<file path="src/design/tape_pulse_bit_player_core_assert.svh">
// ----------------------------------------------------------------------------
// Tape pulse bit player - assertion macros
// Shared concurrent assertion forms, clocked on clk and held off in reset.
// ----------------------------------------------------------------------------
`ifndef TAPE_PULSE_BIT_PLAYER_CORE_ASSERT_SVH
`define TAPE_PULSE_BIT_PLAYER_CORE_ASSERT_SVH

// Consequent must hold in the same cycle as the antecedent.
`define TPB_ASSERT_SAME(label, ante, cons, msg) \
    label: assert property (@(posedge clk) disable iff (!rst_n) (ante) |-> (cons)) \
        else $error(msg);

// Consequent must hold in the cycle after the antecedent.
`define TPB_ASSERT_NEXT(label, ante, cons, msg) \
    label: assert property (@(posedge clk) disable iff (!rst_n) (ante) |=> (cons)) \
        else $error(msg);

`endif

</file>
<file path="src/design/tpb_pkg.sv">
// ----------------------------------------------------------------------------
// Tape pulse bit player - package
// Types, codes and reset values shared by the player modules.
// ----------------------------------------------------------------------------
package tpb_pkg;

    // Default tape store depth in bits.
    localparam int TAPE_BITS_DEFAULT = 1048576;

    // Field widths.
    localparam int TIME_W      = 32;
    localparam int POS_W       = 20;
    localparam int LEN_W       = 21;
    localparam int SHORT_W     = 16;
    localparam int CFG_IDX_W   = 3;
    localparam int CFG_DATA_W  = 32;
    localparam int IN_TDATA_W  = 56;
    localparam int OUT_TDATA_W = 8;

    // Register reset values.
    localparam logic [LEN_W-1:0]   TAPE_LENGTH_RST   = 21'd0;
    localparam logic [SHORT_W-1:0] LOW_TIME_RST      = 16'd120;
    localparam logic [SHORT_W-1:0] ZERO_BIT_END_RST  = 16'd1250;
    localparam logic [SHORT_W-1:0] ONE_BIT_EXTRA_RST = 16'd532;
    localparam logic [TIME_W-1:0]  GAP_LIMIT_RST     = 32'd5040;

    // Request kinds carried in tuser.
    typedef enum logic {
        OP_READ  = 1'b0,
        OP_WRITE = 1'b1
    } tpb_op_t;

    // Configuration register indexes.
    typedef enum logic [CFG_IDX_W-1:0] {
        CFG_TAPE_LENGTH   = 3'd0,
        CFG_LOW_TIME      = 3'd1,
        CFG_ZERO_BIT_END  = 3'd2,
        CFG_ONE_BIT_EXTRA = 3'd3,
        CFG_GAP_LIMIT     = 3'd4
    } tpb_cfg_idx_t;

    // Player phase: two lead-in reads, idle, or a bit being played.
    typedef enum logic [2:0] {
        PH_IDLE   = 3'd0,
        PH_LEAD_A = 3'd1,
        PH_LEAD_B = 3'd2,
        PH_ZERO   = 3'd3,
        PH_ONE    = 3'd4
    } tpb_phase_t;

    typedef struct packed {
        logic [LEN_W-1:0]   tape_length;
        logic [SHORT_W-1:0] low_time;
        logic [SHORT_W-1:0] zero_bit_end;
        logic [SHORT_W-1:0] one_bit_extra;
        logic [TIME_W-1:0]  gap_limit;
    } tpb_cfg_t;

    typedef struct packed {
        logic rewound;
        logic level;
    } tpb_result_t;

endpackage

</file>
<file path="src/design/tpb_engine.sv">
// ----------------------------------------------------------------------------
// Tape pulse bit player - playback engine
// Holds the phase, timestamps and tape position and updates them per read.
// ----------------------------------------------------------------------------
module tpb_engine #(
    parameter int TAPE_BITS = tpb_pkg::TAPE_BITS_DEFAULT,
    localparam int AddrW = $clog2(TAPE_BITS)
) (
    input  logic                         clk,
    input  logic                         rst_n,
    input  logic                         commit,
    input  logic [tpb_pkg::TIME_W-1:0]   now,
    input  tpb_pkg::tpb_cfg_t            cfg,
    input  logic                         tape_bit,
    output logic [AddrW-1:0]             rd_addr,
    output tpb_pkg::tpb_result_t         result,
    output logic [tpb_pkg::POS_W-1:0]    position
);
    import tpb_pkg::*;

    // Wrap point from the store depth, capped at the position range.
    localparam logic [LEN_W-1:0] CapLim =
        (TAPE_BITS < (1 << POS_W)) ? LEN_W'(TAPE_BITS) : LEN_W'(1 << POS_W);

    tpb_phase_t          phase_reg, phase_next;
    logic [TIME_W-1:0]   last_read_reg, last_read_next;
    logic [TIME_W-1:0]   low_end_reg, low_end_next;
    logic [TIME_W-1:0]   bit_end_reg, bit_end_next;
    logic [POS_W-1:0]    pos_reg, pos_next;

    logic [TIME_W-1:0]   gap_diff;
    logic [TIME_W-1:0]   low_diff;
    logic [TIME_W-1:0]   end_diff;
    logic                gap_hit;
    logic                playing;
    logic                fetch;
    logic                ended;
    logic [SHORT_W:0]    pulse_len;
    logic [LEN_W-1:0]    limit;
    logic [LEN_W-1:0]    pos_inc;
    logic                wrap;
    logic [POS_W-1:0]    pos_fetch;

    always_comb
    begin
        gap_diff  = now - last_read_reg;
        low_diff  = now - low_end_reg;
        end_diff  = now - bit_end_reg;
        gap_hit   = gap_diff > cfg.gap_limit;
        playing   = (phase_reg == PH_ZERO) || (phase_reg == PH_ONE);
        fetch     = !gap_hit && (phase_reg != PH_LEAD_A)
                    && (cfg.tape_length != '0) && !playing;
        ended     = (end_diff != '0) && !end_diff[TIME_W-1];
        pulse_len = {1'b0, cfg.zero_bit_end}
                    + (tape_bit ? {1'b0, cfg.one_bit_extra} : '0);
        limit     = (cfg.tape_length < CapLim) ? cfg.tape_length : CapLim;
        pos_inc   = {1'b0, pos_reg} + LEN_W'(1);
        wrap      = pos_inc >= limit;
        pos_fetch = wrap ? '0 : pos_inc[POS_W-1:0];
    end

    always_comb
    begin
        phase_next     = phase_reg;
        last_read_next = now;
        low_end_next   = low_end_reg;
        bit_end_next   = bit_end_reg;
        pos_next       = pos_reg;
        result.level   = 1'b0;
        result.rewound = 1'b0;
        if (gap_hit)
        begin
            phase_next   = ended ? PH_IDLE : PH_LEAD_A;
            low_end_next = '0;
        end
        else if (phase_reg == PH_LEAD_A)
        begin
            phase_next = ended ? PH_IDLE : PH_LEAD_B;
        end
        else if (fetch)
        begin
            // A freshly started pulse never ends before now, so it never ends here.
            phase_next     = tape_bit ? PH_ONE : PH_ZERO;
            low_end_next   = now + TIME_W'(cfg.low_time);
            bit_end_next   = now + TIME_W'(pulse_len);
            pos_next       = pos_fetch;
            result.rewound = wrap;
            result.level   = (cfg.low_time == '0) && (pulse_len != '0);
        end
        else
        begin
            result.level = playing && !low_diff[TIME_W-1] && end_diff[TIME_W-1];
            phase_next   = ended ? PH_IDLE : phase_reg;
        end
    end

    // Forward the advanced position so a read entering now sees the right bit.
    assign rd_addr  = AddrW'((commit && fetch) ? pos_fetch : pos_reg);
    assign position = pos_reg;

    always_ff @(posedge clk or negedge rst_n)
    begin
        if (!rst_n)
        begin
            phase_reg     <= PH_IDLE;
            last_read_reg <= '0;
            low_end_reg   <= '0;
            bit_end_reg   <= '0;
            pos_reg       <= '0;
        end
        else if (commit)
        begin
            phase_reg     <= phase_next;
            last_read_reg <= last_read_next;
            low_end_reg   <= low_end_next;
            bit_end_reg   <= bit_end_next;
            pos_reg       <= pos_next;
        end
    end

endmodule

</file>
<file path="config.mk">
export PLATFORM = sky130hd
export DESIGN_NAME = tpb_engine
export DESIGN_NICKNAME = d
export VERILOG_FILES = /design/src/design/tape_pulse_bit_player_core_assert.svh /design/src/design/tpb_pkg.sv /design/src/design/tpb_engine.sv
export SDC_FILE = /design/constraint.sdc
export NUM_CORES = 1
export LEC_CHECK = 0
export BUFFER_PORTS_ARGS = -buffer_cell sky130_fd_sc_hd__buf_2
export CAP_MARGIN = 20
export CORE_MARGIN = 1.5
export CORE_UTILIZATION = 54
export DETAILED_ROUTE_END_ITERATION = 6
export GPL_ROUTABILITY_DRIVEN = 0
export PLACE_DENSITY = 0.75
export RECOVER_POWER = 25
export SLEW_MARGIN = 30
export SYNTH_ARGS = -nofsm -noshare
export SYNTH_HDL_FRONTEND = slang
export SYNTH_SLANG_ARGS = --single-unit
</file>
<file path="constraint.sdc">
create_clock -name clk -period 9.3 [get_ports clk]
set_input_delay 1.395 -clock clk [delete_from_list [all_inputs] [get_ports clk]]
set_output_delay 1.395 -clock clk [all_outputs]
set_load 0.05 [all_outputs]
</file>
==> impl_results.md <==
- CTS Root Cell: clkbuf_16
- Io pins: 179
- DIE HEIGHT: 162 um
- 1st-iter DRT viols: 807
- Post-route ant nets: 0
- Tot Pwr: 0.00356 W
- CP dominant cell by count: a21oi_1
- Sink Count: 119
- Status: complete, but fails checks
- Min Hold Slack: 0.475 ns
- H-tree Lvls: 4
- Mapped Avg Cell Area: 7.82 um2
- Cell family with most CP delay: compound AO/OA/AOI/OAI gates
- Largest fanout on the critical path: 24
- Critical Path RT: 7.91 ns
- Clock buffer depth: 2
- WL met2: 17600 um
- Crit path buffers/inverters: 4
- LEAKAGE: 7.39 nW
- Primary FF master, synth: dfrtp_1
- Asr flop ratio synth: 100%
- FF-to-FF path depth: 24
- Routed wire per std cell: 16.6 um
- First-pass GRT wire length: 59800 um
- Worst Tran Pin Value: 3.38 ns
- Post-CTS Repair Setup Buffers: 0
- Slew margin rel.: -126%
- Core box area: 24500 um2
- Number of global-route vias before repair: 12548
- FF+latch count, synth: 119
- Cells after Synth: 1738
- Setup tns final: 0 ns
- First-pass DRT Iterations: 7
- RSZ-0062 raised after global routing: no
- Pins Over Slew Limit: 60
- Reg2Reg Capture Point: low_end_reg[8]
- Post-synthesis net count: 2075
- CTS clk-pin slew, worst paths: 0.05 ns
- TritonCTS buffer count: 17
- Routed vias/inst: 5.90
- Failing checks: design-rule violations, max-capacitance violations, max-slew violations
- Clock Latency Late Sink: 0.43 ns
- Clock Power Share: 18.9%
- Min cycle time layout: 8.68 ns
- Synthesis Warnings: 0
- Global Route Usage Sum: 28.2%
- Switching Share: 47.2%
- Maximum Capacitance Violations: 1
- R2R setup slack: 2.69 ns
- Hold WC Path Type: reg -> reg
- Post-synth EDFFs: 0
- Initial antenna violation count: 1
- Final wirelength: 37100 um
- Clock skew: 0.0123 ns
- CP Capture Type: output pin
- FP Rows: 57
- Final setup vio count: 0
- Initial Utilization: 55.4%
- Pint: 0.00188 W
- Final nets: 2230
- Largest net degree at the start of global routing: 70
- Grt total ovfl: 0
- Fmax: 115 MHz
- Critical path class: in -> out
- Worst hold stages: 2
- Tcrit/Tclk final: 93.4%
- Synth Cell Area: 13600 um2
- Critical path's slowest cell: fa_1
- Cell variety after synth: 92
- RR Startpoint: last_read_reg[0]
- Psw: 0.00168 W
- Hold_sp: low_end_reg[29]
- Max Used Layer: met4
- DRT met1 WL: 16200 um
- Area growth from synthesis to layout: 12.9%
- Final hold vios: 0
- Detailed Place HPWL: 29000 um
- Hold-critical path endpoint: low_end_reg[29]
- Combinational fraction of design power: 59.1%
- Total number of vias: 13166
- Slowest stage delay, CP: 0.42 ns
- I/O Buffers: 178
- Power per cell area: 232 nW/um2
- Die ar.: 26100 um2
- Metal3 WL: 1940 um
- DRC viols: 2
- Die width: 162 um
- WP data arrival: 7.29 ns
- Layout cells sized above 1: 14.0%
- CTS tree: yes
- Seq/Total Area, Yosys: 21.9%
- Sequential Power Share: 22.0%
- Peak supply drop: 175 uV
- CP Launch Type: primary input
cells in the final DEF, fill, tap and decap left out, drive strengths merged, types with 8 or more instances in the layout:
master,n
o21a,22
and3,22
clkbuf,18
a2111oi,10
and2,26
or3,8
a211oi,17
ha,195
nand4,19
a31oi,16
nor4,15
a21o,55
or2,14
o31ai,9
dfrtp,119
nand2b,27
o21bai,20
nor3,35
xor2,41
buf,184
a21oi,111
nor2b,13
inv,165
nor2,107
o41ai,8
nand3,48
o21ai,187
xnor2,92
nand2,196
o211ai,15
cell families (layout without fill, tap and decap cells):
| logic type | after synthesis | count (layout) | share of synthesized area [%] |
|---|---|---|---|
| compound gates | 528 | 528 | 25.2 |
| xor+xnor | 133 | 133 | 8.57 |
| fa+ha+maj | 200 | 200 | 18.7 |
| buf+inv | 208 | 375 | 5.91 |
| flops | 119 | 119 | 21.9 |
| mux | 6 | 6 | 0.469 |
| other cells | 0 | 1 | 0 |
| simple gates | 544 | 545 | 19.3 |
worst min-delay path, cell delays in order (launching register included):
cell and delay [ns]:
dfrtp_1 0.34, nand2_1 0.04, o21ai_0 0.06
how the worst max path moves through the flow:
| stage | from | to | slack (ns) | cells past startpoint |
|---|---|---|---|---|
| after global routing | now[0] | rd_addr[5] | 0.08 | 28 |
| final | now[0] | rd_addr[6] | 0.62 | 28 |
| after detailed placement | now[0] | rd_addr[5] | 0.35 | 28 |
| after global placement | now[0] | rd_addr[6] | 0.53 | 28 |
| after CTS | now[0] | rd_addr[5] | 0.33 | 28 |
| after floorplan | now[0] | rd_addr[5] | 0.39 | 27 |
area by class of cell:
type	count	area, um2
multi-input cells	1412	9830
clock inverters	15	166
well taps	324	405
fillers	2272	9190
clock buffers	17	425
flip-flops and latches	119	2980
inverters	158	593
repair buffers	185	942
diodes	1	2.50
metal layers:
| layer | track usage [%] | vias up |
|---|---|---|
| li1 | - | 6501 |
| met1 | 35.8 | 6157 |
| met4 | 11.6 | 0 |
| met2 | 48.2 | 422 |
| met5 | 0 | - |
| met3 | 4.14 | 86 |
Yosys cell counts, types with 22 or more instances:
cell type,count,share of area [%]
o21ai_0,171,6.3
xnor2_1,92,5.9
dfrtp_1,119,22
nor3_1,34,1.3
ha_1,195,18
nor2_1,106,2.9
and3_1,22,1.0
a21o_1,55,3.0
a21oi_1,108,4.0
clkbuf_1,40,1.1
and2_1,25,1.2
nand2b_1,27,1.2
nand3_1,47,1.7
xor2_1,41,2.6
nand2_1,194,5.4
inv_1,158,4.4
what timing repair did:
item                                    in CTS  in global routing
resized for setup                            0                  3
endpoints found under the setup margin       0                  7
hold buffers                                 0                  0
metrics by stage:
step	util [%]	setup slack [ns]	cell area (um2)	cells
final	62.6	0.618	15300	2231
after CTS	62.5	0.334	15300	2229
after floorplan	-	0.386	13600	1738
after global placement	60.1	0.533	14700	2197
after detailed placement	60.1	0.353	14700	2197
after global routing	62.5	0.0847	15300	2230
power groups by stage:
stage                     sequential [W]  combinational [W]  clock (W)
after floorplan                 0.000812            0.00154          0
after global placement          0.000784            0.00200          0
after detailed placement        0.000789            0.00205          0
after CTS                       0.000781            0.00207   0.000679
after global routing            0.000804            0.00234   0.000702
final                           0.000782            0.00211   0.000673
(Power assumes the default switching activity.)
